`src/evt2hid_queue_top_note.sv`:
```
// Queue entry layout note: op, sel, usage, pressed and value, as in evt2hid_pkg::entry_type.

```
`src/evt2hid_pkg.sv`:
```
// Shared types, constants and the key code to HID usage table for the event translator.
package evt2hid_pkg;

   localparam logic [15:0] TYPE_SYNC = 16'd0;
   localparam logic [15:0] TYPE_KEY  = 16'd1;
   localparam logic [15:0] TYPE_REL  = 16'd2;

   localparam logic [15:0] BUTTON_FIRST = 16'h0110;
   localparam logic [15:0] BUTTON_LAST  = 16'h0112;
   localparam logic [15:0] AXIS_X       = 16'd0;
   localparam logic [15:0] AXIS_Y       = 16'd1;

   localparam logic [7:0] MOD_FIRST = 8'hE0;
   localparam logic [7:0] MOD_LAST  = 8'hE7;

   localparam logic [15:0] KEY_TABLE_SIZE = 16'd128;

   localparam logic KIND_KEY   = 1'b0;
   localparam logic KIND_MOUSE = 1'b1;

   localparam int  CSR_ADDR_W       = 3;
   localparam logic CSR_ENABLE_INDEX = 1'b0;

   localparam logic signed [31:0] SAT_MAX = 32'sh7FFF_FFFF;
   localparam logic signed [31:0] SAT_MIN = 32'sh8000_0000;

   typedef enum logic [2:0] {
      OP_NONE,
      OP_BUTTON,
      OP_MODIFIER,
      OP_KEY,
      OP_REL_X,
      OP_REL_Y,
      OP_SYNC
   } op_type;

   typedef struct packed {
      op_type             op;
      logic [2:0]         sel;
      logic [7:0]         usage;
      logic               pressed;
      logic signed [31:0] value;
   } entry_type;

   typedef struct packed {
      logic      valid;
      entry_type entry;
   } head_type;

   function automatic logic [7:0] key_usage_lookup(input logic [7:0] code);
      logic [7:0] u;
      unique case (code)
         8'd1:   u = 8'h29;
         8'd2:   u = 8'h1e;
         8'd3:   u = 8'h1f;
         8'd4:   u = 8'h20;
         8'd5:   u = 8'h21;
         8'd6:   u = 8'h22;
         8'd7:   u = 8'h23;
         8'd8:   u = 8'h24;
         8'd9:   u = 8'h25;
         8'd10:  u = 8'h26;
         8'd11:  u = 8'h27;
         8'd12:  u = 8'h2d;
         8'd13:  u = 8'h2e;
         8'd14:  u = 8'h2a;
         8'd15:  u = 8'h2b;
         8'd16:  u = 8'h14;
         8'd17:  u = 8'h1a;
         8'd18:  u = 8'h08;
         8'd19:  u = 8'h15;
         8'd20:  u = 8'h17;
         8'd21:  u = 8'h1c;
         8'd22:  u = 8'h18;
         8'd23:  u = 8'h0c;
         8'd24:  u = 8'h12;
         8'd25:  u = 8'h13;
         8'd26:  u = 8'h2f;
         8'd27:  u = 8'h30;
         8'd28:  u = 8'h28;
         8'd29:  u = 8'he0;
         8'd30:  u = 8'h04;
         8'd31:  u = 8'h16;
         8'd32:  u = 8'h07;
         8'd33:  u = 8'h09;
         8'd34:  u = 8'h0a;
         8'd35:  u = 8'h0b;
         8'd36:  u = 8'h0d;
         8'd37:  u = 8'h0e;
         8'd38:  u = 8'h0f;
         8'd39:  u = 8'h33;
         8'd40:  u = 8'h34;
         8'd41:  u = 8'h35;
         8'd42:  u = 8'he1;
         8'd43:  u = 8'h31;
         8'd44:  u = 8'h1d;
         8'd45:  u = 8'h1b;
         8'd46:  u = 8'h06;
         8'd47:  u = 8'h19;
         8'd48:  u = 8'h05;
         8'd49:  u = 8'h11;
         8'd50:  u = 8'h10;
         8'd51:  u = 8'h36;
         8'd52:  u = 8'h37;
         8'd53:  u = 8'h38;
         8'd54:  u = 8'he5;
         8'd55:  u = 8'h55;
         8'd56:  u = 8'he2;
         8'd57:  u = 8'h2c;
         8'd58:  u = 8'h39;
         8'd59:  u = 8'h3a;
         8'd60:  u = 8'h3b;
         8'd61:  u = 8'h3c;
         8'd62:  u = 8'h3d;
         8'd63:  u = 8'h3e;
         8'd64:  u = 8'h3f;
         8'd65:  u = 8'h40;
         8'd66:  u = 8'h41;
         8'd67:  u = 8'h42;
         8'd68:  u = 8'h43;
         8'd97:  u = 8'he4;
         8'd100: u = 8'he6;
         8'd102: u = 8'h4a;
         8'd103: u = 8'h52;
         8'd104: u = 8'h4b;
         8'd105: u = 8'h50;
         8'd106: u = 8'h4f;
         8'd107: u = 8'h4d;
         8'd108: u = 8'h51;
         8'd109: u = 8'h4e;
         8'd110: u = 8'h49;
         8'd111: u = 8'h4c;
         default: u = 8'h00;
      endcase
      return u;
   endfunction

endpackage

```
`src/evdev_event_to_hid_reports.sv`:
```
// Top level: input event words in, HID key and mouse report words out.
//
// req channel: one event word per handshake; tdata = event_type[15:0],
// event_code[31:16], event_value[63:32]. rsp channel: one report word;
// tuser = report_kind (0 key, 1 mouse); tdata = key_usage, modifier_mask,
// motion_x, motion_y, button_mask from bit 0 up. Mapped non-modifier key presses
// give key reports, sync events give mouse reports when enabled through the csr
// port (register 0 bit 0 at address 0). Other events at most update state.
// A word is classified on the cycle it is accepted and lands in a queue of
// QUEUE_DEPTH entries; the back end executes one entry per cycle unless a report
// is blocked behind a stalled rsp. A report passes through the queue and then
// the output register, and one event per cycle is sustained while rsp keeps up.
// The queue and the back end's output register decouple the sides: while rsp is
// stalled, state-only events keep draining and req stays ready until the
// queue fills behind a pending report. Reset clears the queue, output valid bit,
// modifier, button and motion state and enable bit; nothing needs to be swept.
module evdev_event_to_hid_reports #(
   parameter int QUEUE_DEPTH = 4
) (
   input  logic                               clock,
   input  logic                               reset,
   input  logic                               req_tvalid,
   output logic                               req_tready,
   input  logic [63:0]                        req_tdata,  // event_type, event_code, event_value
   output logic                               rsp_tvalid,
   input  logic                               rsp_tready,
   output logic [87:0]                        rsp_tdata,  // key_usage, modifier_mask, motion_x,
                                                          // motion_y, button_mask, pad
   output logic [0:0]                         rsp_tuser,  // report_kind
   input  logic                               csr_psel,
   input  logic                               csr_penable,
   input  logic                               csr_pwrite,
   input  logic [evt2hid_pkg::CSR_ADDR_W-1:0] csr_paddr,
   input  logic [31:0]                        csr_pwdata,
   output logic [31:0]                        csr_prdata,
   output logic                               csr_pready
);

   evt2hid_pkg::entry_type entry;
   evt2hid_pkg::head_type  head;
   logic                   full;
   logic                   push;
   logic                   pop;
   logic                   mouse_enable;

   logic               r_kind;
   logic [7:0]         r_usage;
   logic [7:0]         r_modifier;
   logic signed [31:0] r_x;
   logic signed [31:0] r_y;
   logic [2:0]         r_buttons;

   assign req_tready = !full;
   assign push       = req_tvalid && req_tready && (entry.op != evt2hid_pkg::OP_NONE);

   evt2hid_csr u_csr (
      .clock        (clock),
      .reset        (reset),
      .csr_psel     (csr_psel),
      .csr_penable  (csr_penable),
      .csr_pwrite   (csr_pwrite),
      .csr_paddr    (csr_paddr),
      .csr_pwdata   (csr_pwdata),
      .csr_prdata   (csr_prdata),
      .csr_pready   (csr_pready),
      .mouse_enable (mouse_enable)
   );

   evt2hid_front u_front (
      .event_type  (req_tdata[15:0]),
      .event_code  (req_tdata[31:16]),
      .event_value (req_tdata[63:32]),
      .entry       (entry)
   );

   evt2hid_queue #(
      .DEPTH (QUEUE_DEPTH)
   ) u_queue (
      .clock      (clock),
      .reset      (reset),
      .push       (push),
      .push_entry (entry),
      .pop        (pop),
      .full       (full),
      .head       (head)
   );

   evt2hid_back u_back (
      .clock        (clock),
      .reset        (reset),
      .mouse_enable (mouse_enable),
      .head         (head),
      .pop          (pop),
      .out_valid    (rsp_tvalid),
      .out_ready    (rsp_tready),
      .out_kind     (r_kind),
      .out_usage    (r_usage),
      .out_modifier (r_modifier),
      .out_x        (r_x),
      .out_y        (r_y),
      .out_buttons  (r_buttons)
   );

   evt2hid_rsp_fmt u_fmt (
      .kind     (r_kind),
      .usage    (r_usage),
      .modifier (r_modifier),
      .x        (r_x),
      .y        (r_y),
      .buttons  (r_buttons),
      .tdata    (rsp_tdata),
      .tuser    (rsp_tuser)
   );

endmodule

```
`src/evt2hid_front.sv`:
```
// Front end: classifies an incoming event word into a queue entry or drops it.
module evt2hid_front (
   input  logic [15:0]           event_type,
   input  logic [15:0]           event_code,
   input  logic signed [31:0]    event_value,
   output evt2hid_pkg::entry_type entry
);

   logic [7:0]  usage;
   logic [15:0] btn_offset;
   logic        pressed;

   assign usage      = evt2hid_pkg::key_usage_lookup(event_code[7:0]);
   assign btn_offset = event_code - evt2hid_pkg::BUTTON_FIRST;
   assign pressed    = (event_value != 32'sd0);

   always_comb begin
      entry         = '0;
      entry.op      = evt2hid_pkg::OP_NONE;
      entry.usage   = usage;
      entry.pressed = pressed;
      entry.value   = event_value;
      if (event_type == evt2hid_pkg::TYPE_KEY) begin
         if (event_code >= evt2hid_pkg::BUTTON_FIRST &&
             event_code <= evt2hid_pkg::BUTTON_LAST) begin
            entry.op  = evt2hid_pkg::OP_BUTTON;
            entry.sel = {1'b0, btn_offset[1:0]};
         end else if (event_code < evt2hid_pkg::KEY_TABLE_SIZE && usage != 8'h00) begin
            if (usage >= evt2hid_pkg::MOD_FIRST && usage <= evt2hid_pkg::MOD_LAST) begin
               entry.op  = evt2hid_pkg::OP_MODIFIER;
               entry.sel = usage[2:0];
            end else if (pressed) begin
               entry.op = evt2hid_pkg::OP_KEY;
            end
         end
      end else if (event_type == evt2hid_pkg::TYPE_REL) begin
         if (event_code == evt2hid_pkg::AXIS_X) begin
            entry.op = evt2hid_pkg::OP_REL_X;
         end else if (event_code == evt2hid_pkg::AXIS_Y) begin
            entry.op = evt2hid_pkg::OP_REL_Y;
         end
      end else if (event_type == evt2hid_pkg::TYPE_SYNC) begin
         entry.op = evt2hid_pkg::OP_SYNC;
      end
   end

endmodule

```
`src/evt2hid_queue.sv`:
```
// Small FIFO of classified entries between the front and back ends.
module evt2hid_queue #(
   parameter int DEPTH = 4
) (
   input  logic                   clock,
   input  logic                   reset,
   input  logic                   push,
   input  evt2hid_pkg::entry_type push_entry,
   input  logic                   pop,
   output logic                   full,
   output evt2hid_pkg::head_type  head
);

   localparam int PTR_W = $clog2(DEPTH);
   localparam int CNT_W = $clog2(DEPTH + 1);
   localparam logic [PTR_W-1:0] LAST_PTR = PTR_W'(DEPTH - 1);
   localparam logic [CNT_W-1:0] FULL_CNT = CNT_W'(DEPTH);

   evt2hid_pkg::entry_type slot_ff [DEPTH];
   logic [PTR_W-1:0] wr_ptr_ff, wr_ptr_in;
   logic [PTR_W-1:0] rd_ptr_ff, rd_ptr_in;
   logic [CNT_W-1:0] count_ff, count_in;
   logic             do_pop;

   assign full       = (count_ff == FULL_CNT);
   assign head.valid = (count_ff != '0);
   assign head.entry = slot_ff[rd_ptr_ff];
   assign do_pop     = pop && head.valid;

   always_comb begin
      wr_ptr_in = wr_ptr_ff;
      rd_ptr_in = rd_ptr_ff;
      count_in  = count_ff;
      if (push) begin
         wr_ptr_in = (wr_ptr_ff == LAST_PTR) ? '0 : wr_ptr_ff + 1'b1;
      end
      if (do_pop) begin
         rd_ptr_in = (rd_ptr_ff == LAST_PTR) ? '0 : rd_ptr_ff + 1'b1;
      end
      if (push && !do_pop) begin
         count_in = count_ff + 1'b1;
      end else if (!push && do_pop) begin
         count_in = count_ff - 1'b1;
      end
   end

   always_ff @(posedge clock) begin
      if (reset) begin
         wr_ptr_ff <= '0;
         rd_ptr_ff <= '0;
         count_ff  <= '0;
      end else begin
         wr_ptr_ff <= wr_ptr_in;
         rd_ptr_ff <= rd_ptr_in;
         count_ff  <= count_in;
      end
   end

   always_ff @(posedge clock) begin
      if (push) begin
         slot_ff[wr_ptr_ff] <= push_entry;
      end
   end

endmodule

```
`src/evt2hid_back.sv`:
```
// Back end: keeps modifier, button and motion state and drives the report output register.
module evt2hid_back (
   input  logic                  clock,
   input  logic                  reset,
   input  logic                  mouse_enable,
   input  evt2hid_pkg::head_type head,
   output logic                  pop,
   output logic                  out_valid,
   input  logic                  out_ready,
   output logic                  out_kind,
   output logic [7:0]            out_usage,
   output logic [7:0]            out_modifier,
   output logic signed [31:0]    out_x,
   output logic signed [31:0]    out_y,
   output logic [2:0]            out_buttons
);

   logic [7:0]         modifier_ff, modifier_in;
   logic [2:0]         buttons_ff, buttons_in;
   logic signed [31:0] x_ff, x_in;
   logic signed [31:0] y_ff, y_in;

   logic               valid_ff, valid_in;
   logic               kind_ff, kind_in;
   logic [7:0]         usage_ff, usage_in;
   logic [7:0]         rmod_ff, rmod_in;
   logic signed [31:0] rx_ff, rx_in;
   logic signed [31:0] ry_ff, ry_in;
   logic [2:0]         rbtn_ff, rbtn_in;

   evt2hid_pkg::entry_type e;
   logic               emits;
   logic signed [31:0] acc;
   logic [32:0]        sum;
   logic signed [31:0] sat;
   logic [7:0]         mod_bit;
   logic [2:0]         btn_bit;

   assign e     = head.entry;
   assign emits = (e.op == evt2hid_pkg::OP_KEY) ||
                  (e.op == evt2hid_pkg::OP_SYNC && mouse_enable);
   assign pop   = head.valid && (!emits || !valid_ff || out_ready);

   assign acc = (e.op == evt2hid_pkg::OP_REL_Y) ? y_ff : x_ff;
   assign sum = {acc[31], acc} + {e.value[31], e.value};
   always_comb begin
      if (sum[32] != sum[31]) begin
         sat = sum[32] ? evt2hid_pkg::SAT_MIN : evt2hid_pkg::SAT_MAX;
      end else begin
         sat = sum[31:0];
      end
   end

   assign mod_bit = 8'(1) << e.sel;
   assign btn_bit = 3'(1) << e.sel[1:0];

   always_comb begin
      modifier_in = modifier_ff;
      buttons_in  = buttons_ff;
      x_in        = x_ff;
      y_in        = y_ff;
      valid_in    = valid_ff && !out_ready;
      kind_in     = kind_ff;
      usage_in    = usage_ff;
      rmod_in     = rmod_ff;
      rx_in       = rx_ff;
      ry_in       = ry_ff;
      rbtn_in     = rbtn_ff;
      if (pop) begin
         unique case (e.op)
            evt2hid_pkg::OP_BUTTON: begin
               buttons_in = e.pressed ? (buttons_ff | btn_bit) : (buttons_ff & ~btn_bit);
            end
            evt2hid_pkg::OP_MODIFIER: begin
               modifier_in = e.pressed ? (modifier_ff | mod_bit) : (modifier_ff & ~mod_bit);
            end
            evt2hid_pkg::OP_KEY: begin
               valid_in = 1'b1;
               kind_in  = evt2hid_pkg::KIND_KEY;
               usage_in = e.usage;
               rmod_in  = modifier_ff;
               rx_in    = '0;
               ry_in    = '0;
               rbtn_in  = '0;
            end
            evt2hid_pkg::OP_REL_X: begin
               x_in = sat;
            end
            evt2hid_pkg::OP_REL_Y: begin
               y_in = sat;
            end
            evt2hid_pkg::OP_SYNC: begin
               if (mouse_enable) begin
                  valid_in = 1'b1;
                  kind_in  = evt2hid_pkg::KIND_MOUSE;
                  usage_in = '0;
                  rmod_in  = modifier_ff;
                  rx_in    = x_ff;
                  ry_in    = y_ff;
                  rbtn_in  = buttons_ff;
               end
               x_in = '0;
               y_in = '0;
            end
            default: begin
            end
         endcase
      end
   end

   always_ff @(posedge clock) begin
      if (reset) begin
         modifier_ff <= '0;
         buttons_ff  <= '0;
         x_ff        <= '0;
         y_ff        <= '0;
         valid_ff    <= 1'b0;
      end else begin
         modifier_ff <= modifier_in;
         buttons_ff  <= buttons_in;
         x_ff        <= x_in;
         y_ff        <= y_in;
         valid_ff    <= valid_in;
      end
   end

   always_ff @(posedge clock) begin
      kind_ff  <= kind_in;
      usage_ff <= usage_in;
      rmod_ff  <= rmod_in;
      rx_ff    <= rx_in;
      ry_ff    <= ry_in;
      rbtn_ff  <= rbtn_in;
   end

   assign out_valid    = valid_ff;
   assign out_kind     = kind_ff;
   assign out_usage    = usage_ff;
   assign out_modifier = rmod_ff;
   assign out_x        = rx_ff;
   assign out_y        = ry_ff;
   assign out_buttons  = rbtn_ff;

endmodule

```
`src/evt2hid_csr.sv`:
```
// Configuration register block: the mouse report enable bit behind an APB-style port.
module evt2hid_csr (
   input  logic                               clock,
   input  logic                               reset,
   input  logic                               csr_psel,
   input  logic                               csr_penable,
   input  logic                               csr_pwrite,
   input  logic [evt2hid_pkg::CSR_ADDR_W-1:0] csr_paddr,
   input  logic [31:0]                        csr_pwdata,
   output logic [31:0]                        csr_prdata,
   output logic                               csr_pready,
   output logic                               mouse_enable
);

   logic enable_ff, enable_in;
   logic hit;

   assign hit        = (csr_paddr[2] == evt2hid_pkg::CSR_ENABLE_INDEX);
   assign csr_pready = 1'b1;
   assign csr_prdata = hit ? {31'b0, enable_ff} : 32'b0;

   always_comb begin
      enable_in = enable_ff;
      if (csr_psel && csr_penable && csr_pwrite && hit) begin
         enable_in = csr_pwdata[0];
      end
   end

   always_ff @(posedge clock) begin
      if (reset) begin
         enable_ff <= 1'b0;
      end else begin
         enable_ff <= enable_in;
      end
   end

   assign mouse_enable = enable_ff;

endmodule

```
`src/evt2hid_rsp_pack.sv`:
```
// Response word packing helper kept beside the back end.
module evt2hid_rsp_fmt (
   input  logic               kind,
   input  logic [7:0]         usage,
   input  logic [7:0]         modifier,
   input  logic signed [31:0] x,
   input  logic signed [31:0] y,
   input  logic [2:0]         buttons,
   output logic [87:0]        tdata,
   output logic [0:0]         tuser
);

   assign tdata = {5'b0, buttons, y, x, modifier, usage};
   assign tuser = kind;

endmodule

```
`config.mk`:
```
export PLATFORM = sky130hd
export DESIGN_NAME = evdev_event_to_hid_reports
export DESIGN_NICKNAME = d
export VERILOG_FILES = /design/src/evt2hid_queue_top_note.sv /design/src/evt2hid_pkg.sv /design/src/evdev_event_to_hid_reports.sv /design/src/evt2hid_front.sv /design/src/evt2hid_queue.sv /design/src/evt2hid_back.sv /design/src/evt2hid_csr.sv /design/src/evt2hid_rsp_pack.sv
export SDC_FILE = /design/constraint.sdc
export NUM_CORES = 1
export LEC_CHECK = 0
export ABC_AREA = 0
export BUFFER_PORTS_ARGS = -buffer_cell sky130_fd_sc_hd__buf_2
export CAP_MARGIN = 20
export CORE_UTILIZATION = 58
export CTS_CLUSTER_SIZE = 16
export DETAILED_ROUTE_END_ITERATION = 8
export PLACE_DENSITY = 0.89
export SLEW_MARGIN = 20
export SYNTH_ARGS = -nofsm -noshare
export SYNTH_HDL_FRONTEND = slang
export SYNTH_SLANG_ARGS = --single-unit
```
`constraint.sdc`:
```
create_clock -name clock -period 7.2 [get_ports clock]
set_input_delay 0.72 -clock clock [delete_from_list [all_inputs] [get_ports clock]]
set_output_delay 0.72 -clock clock [all_outputs]
set_load 0.02 [all_outputs]
```
Yosys cells after proc, flatten, opt, wreduce, memory -nomap -nowiden
Memories as Yosys holds them, arrays and structs flattened. A register that Yosys moved wholly into a read port is not among the register bits.
Index checks and enable logic that the tools add are counted.
{"block": "totals", "register_bits": 168, "ramBits": 188, "rom_bits": 1024, "inputBits": 106, "out_inout_bits": 124, "wordCells": 132, "mem_count": 2}
{"block": "op_classes", "add_sub_neg": 6, "n_lt_le_gt_ge": 5, "eq_ne": 14, "n_shift": 2, "n_mux": 43, "bitwise_logic": 7, "n_reduce_logical": 38}
{"name": "(no name shown)", "words": 128, "width": 8, "read_ports": 1, "rd_ports_with_merged_regs": 0, "wr": 0, "line_no": "evt2hid_pkg.sv:52", "source": "unique case (code)"}
{"name": "u_queue.slot_ff", "words": 4, "width": 47, "read_ports": 1, "rd_ports_with_merged_regs": 1, "wr": 1, "line_no": "evt2hid_queue.sv:19", "source": "evt2hid_pkg::entry_type slot_ff [DEPTH];"}
{"op": "32-bit one-hot mux with 2 select lines", "count": 4}
{"op": "32-bit 2-to-1 mux", "count": 5}
{"op": "32-bit by 32-bit adder with 33-bit output", "count": 1}
{"op": "3-bit 2-to-1 mux", "count": 11}
{"op": "16-bit by 1-bit equality test with 1-bit output, second input constant", "count": 2}
{"op": "16-bit zero test", "count": 2}
{"op": "8-bit 2-to-1 mux", "count": 4}
{"op": "8-bit one-hot mux with 2 select lines", "count": 2}
{"op": "32-bit nonzero test", "count": 1}
{"op": "16-bit by 2-bit equality test with 1-bit output, second input constant", "count": 1}
{"op": "16-bit by 9-bit >= comparator with 1-bit output, second input constant", "count": 1}
{"op": "16-bit by 9-bit less-or-equal comparator with 1-bit output, second input constant", "count": 1}
{"op": "16-bit by 8-bit less-than comparator with 1-bit output, second input constant", "count": 1}
{"op": "1-bit logical AND", "count": 14}
{"op": "3-bit equality test, second input constant", "count": 4}
{"op": "2-bit 2-to-1 mux", "count": 6}
{"op": "6-bit 2-to-1 mux", "count": 2}
{"op": "8-bit bitwise AND", "count": 1}
{"op": "8-bit >= comparator, second input constant", "count": 1}
{"op": "8-bit less-or-equal comparator, second input constant", "count": 1}
{"op": "8-bit inverter", "count": 1}
{"op": "8-bit bitwise OR", "count": 1}
{"op": "2-bit AND reduction", "count": 4}
{"op": "2-bit nonzero test", "count": 4}
{"op": "23 further kinds", "count": 40}

Depth between registers and ports, before layout
An unclocked memory read counts as a cell.
{"block": "depth", "ltp_word": 14, "depth_mapped": 20}

By module
A second synthesis with hierarchy kept.
{"block": "hier_totals", "cells_unflattened": 1505, "area_unflattened_um2": 18220.0}
{"mod": "evt2hid_back", "n_inst": 1, "cells_per_inst": 815, "area_each_um2": 8129.0}
{"mod": "evt2hid_queue", "n_inst": 1, "cells_per_inst": 289, "area_each_um2": 7255.7}
{"mod": "evt2hid_front", "n_inst": 1, "cells_per_inst": 269, "area_each_um2": 1840.5}
{"mod": "evt2hid_rsp_fmt", "n_inst": 1, "cells_per_inst": 90, "area_each_um2": 671.9}
{"mod": "evt2hid_csr", "n_inst": 1, "cells_per_inst": 40, "area_each_um2": 309.0}
{"mod": "evdev_event_to_hid_reports", "n_inst": 1, "cells_per_inst": 2, "area_each_um2": 13.8}

Worst setup path after synthesis
No wires, ideal clock.
{"block": "synth_path", "path_kind": "register to register", "from": "reg with a tool-made name", "to": "reg u_back.rbtn_ff[0], in the netlist u_back.out_buttons[0] (enable)", "setup_ns": 0.527, "arrival_ns": 5.275, "setup_slack_ns": 1.397, "path_stages_with_launch": 9, "n_path_buf": 1, "path_cell_list": "dfxtp_1 buf_2 mux4_2 and2b_1 nand2_1 o21ai_0 nand2_1 o21bai_2 nor2_1"}
{"element": "to (signal assigned)", "line_no": "evt2hid_back.sv:133", "source": "rbtn_ff <= rbtn_in;"}
{"element": "to (decl)", "line_no": "evt2hid_back.sv:29", "source": "logic [2:0] rbtn_ff, rbtn_in;"}

==> results.ini <==
[cts]
cts_root_buf = clkbuf_16
cts.sinks = 358
cts_resized = 0
post-cts-setup-buffers = 0
clk_latency_ps = 520
cts_max_level = 2
cts.path.max_buffers = 3
clk_pin_slew_ps = 70
ctsHoldBuffers = 0
cts_tree = yes
cts_buffers = 36

[critical_path]
cp-end-kind = register
worst-path-stages = 18
critPathBufInv = 3
worstPathCellList = buf_4 -> mux4_2 -> nand3b_1 -> buf_4 -> mux2_2 -> ha_1 -> inv_1 -> fa_1 -> nor2b_1 -> o2111ai_1 -> a21oi_1 -> o2111ai_1 -> o211ai_1 -> a21bo_2 -> and3_1 -> or2_1 -> nor2_1 -> o21ai_1
slowest_delay_ps = 990
start_kind = register
arrival_ps = 6320
critPathSlowestCell = mux4_2
crit_type = register to register
rrSetupSlack_ps = 1320
cp_max_fo = 74
critPathTopFamily = simple AND/OR/NAND/NOR gates
reg2reg_depth = 18
r2r_end = u_back.x_ff[12]
crit_end = u_back.x_ff[12]
critical_path_required_ps = 7640

[placement]
hpwl_um = 26300
gp_congestion = 0.943
port_buffers = 159

[floorplanning]
coreArea_sq_mm = 0.0288
chipWidth_um = 173
start_util_pct = 59.1
die_height_um = 173
rows = 62
ios = 230
dieArea_sq_mm = 0.0300

[drt]
vias_per_cell = 6.14
wl_um = 40000
wl_per_cell_um = 21.5
first_pass_iters = 5
route.detailed.drc = 0
drtAntennaViolNets = 0
drtIter0Drc = 1171
num_vias = 11400

[final_layout]
layout-drive-gt1-share_pct = 23.2
layout.nets = 1605
area_growth_pct = 12.2
final_common_cell = edfxtp_1
final_cell_mix = 272 x edfxtp_1, 159 x buf_2, 92 x nand2_1, 84 x dfxtp_1, 72 x and3_1

[synthesis]
synth_edf_count = 272
synthCells = 1314
yosysUniqueCellTypes = 90
syn_area_per_cell_sq_um = 12.9
syn_area_sq_mm = 0.0170
ys_seq_elements = 358
ys_warn_count = 0
ys_seq_area_share_pct = 58.2
yosys_most_used_dff = edfxtp_1
async_flop_share_pct = 0

[power_and_ir_drop]
power_mw = 5.58
p_leak_nw = 7.01
max-vdd-ir-drop_mv = 0.185
cellPowerDensity_mw_per_mm2 = 292

[flow_run]
drv_cap = 0

[global_route]
overflow = 0
grt_max_degree = 75
antenna_found_initial = 3
grt_pass1_wl_um = 61100
grt_pass1_vias = 11000
grt.total_usage_pct = 26.3

[sta]
period_share_pct = 81.6
fmaxAchievable_mhz = 170
report.final.slew_viol_count = 0
tns_ps = 0
hold_violations = 0
min_period_ps = 5880
worst_pin_slew_ps = 1040
worst_clock_skew_ps = 14.5
rsz0062_at_grt = no
finalSetupViolations = 0
slew_headroom_pct = 30.5

[min_path]
min_path_type = primary input to register

[status]
status = complete, no violations

-- synth_stat cells, types with 9 or more instances --
library cell | n | area (sq um)
and2_1 | 9 | 56.3
a211oi_1 | 13 | 97.6
nand3_1 | 13 | 65.1
dfxtp_1 | 86 | 1720
inv_1 | 28 | 105
nor2_1 | 57 | 214
nor4_1 | 15 | 93.8
mux2_2 | 33 | 372
edfxtp_1 | 272 | 8170
nor3_1 | 16 | 80.1
ha_1 | 49 | 613
nand2_1 | 92 | 345
o21ai_0 | 37 | 185
nand2b_1 | 18 | 113
nand4_1 | 10 | 62.6
a22o_1 | 34 | 298
mux4_2 | 48 | 1080
o21ai_1 | 27 | 135
xnor2_1 | 16 | 140
nor2b_1 | 25 | 156
and3_1 | 72 | 450
clkbuf_1 | 36 | 135
mux2i_1 | 13 | 130
a22oi_1 | 10 | 75.1
a21o_1 | 11 | 82.6
buf_4 | 43 | 323
xor2_1 | 12 | 105
a21oi_1 | 48 | 240
buf_2 | 21 | 105
nand3b_1 | 14 | 105
-- routing by layer --
layer | global-route usage, % | up-vias | part of all wire [%]
met2 | 44.1 | 527 | 49
met5 | 0 | - | 0.072
li1 | - | 5209 | -
met4 | 8.00 | 4 | 2.5
met1 | 35.7 | 5595 | 42
met3 | 3.82 | 77 | 6.8
-- state kept, by name (all words and copies together) (netlist names), named ones only --
register	flops
u_back.out_y	32
u_back.out_valid	1
u_back.out_usage	8
u_csr.mouse_enable	1
u_queue.wr_ptr_ff	2
u_back.out_modifier	8
u_queue.rd_ptr_ff	2
u_back.out_buttons	3
u_back.out_x	32
u_back.out_kind	1
u_queue.slot_ff	188
u_back.y_ff	32
u_queue.count_ff	3
u_back.x_ff	32
-- worst register-to-register path: cells and delay by family, from the launching register on --
kind	cells	cell delay, ps
AOI/OAI and AO/OA	6	1380
adders and majority gates	2	540
buffers and inverters	3	680
DFF	1	320
muxes	2	1310
and+or+nand+nor	5	1570
-- logic make-up (layout without fill, tap and decap cells) --
kind of cell | count (synthesis) | in the layout | synth area share, %
fa+ha+maj | 53 | 53 | 3.97
mux | 96 | 96 | 9.46
other cells | 2 | 38 | 0.0442
flops | 358 | 358 | 58.2
simple gates | 377 | 377 | 11.9
compound gates | 257 | 257 | 10.6
xor+xnor | 28 | 28 | 1.44
buf+inv | 143 | 267 | 4.48
-- how the worst min path moves through the flow --
| stage | from | end | slack (ps) | depth (start not counted) |
|---|---|---|---|---|
| after floorplan | register | u_back.out_modifier[5] | 400 | 0 |
| after global placement | register | u_back.out_modifier[5] | 410 | 0 |
| after detailed placement | register | u_back.out_modifier[5] | 410 | 0 |
| after CTS | req_tdata[39] | u_queue.slot_ff[2][7] | 420 | 1 |
| after global routing | req_tdata[52] | u_queue.slot_ff[2][20] | 430 | 1 |
| final | req_tdata[39] | u_queue.slot_ff[2][7] | 430 | 1 |
-- power by group --
part	switching [mW]	internal, mW
Sequential	0.0235	2.25
Combinational	0.898	0.514
Clock	0.764	1.12
-- metrics by stage --
step	setup WS, ps	instances	hold slack, ps	utilization (%)	instance area, sq um
final	1320	1858	432	66.3	19100
after global routing	889	1857	429	66.3	19100
after global placement	1510	1794	409	62.2	17900
after CTS	1400	1857	420	66.3	19100
after detailed placement	1440	1794	409	62.2	17900
after floorplan	1400	1349	401	-	17100
-- layout make-up --
class                           count  area, sq um
Tap cell                          384          480
Timing Repair Buffer              173          901
Fill cell                        2053         9710
Sequential cell                   358         9890
Inverter                           31          116
Clock inverter                     18          223
Multi-Input combinational cell    848         6500
Clock buffer                       45          956
Antenna cell                        1         2.50
(Power assumes the default switching activity.)
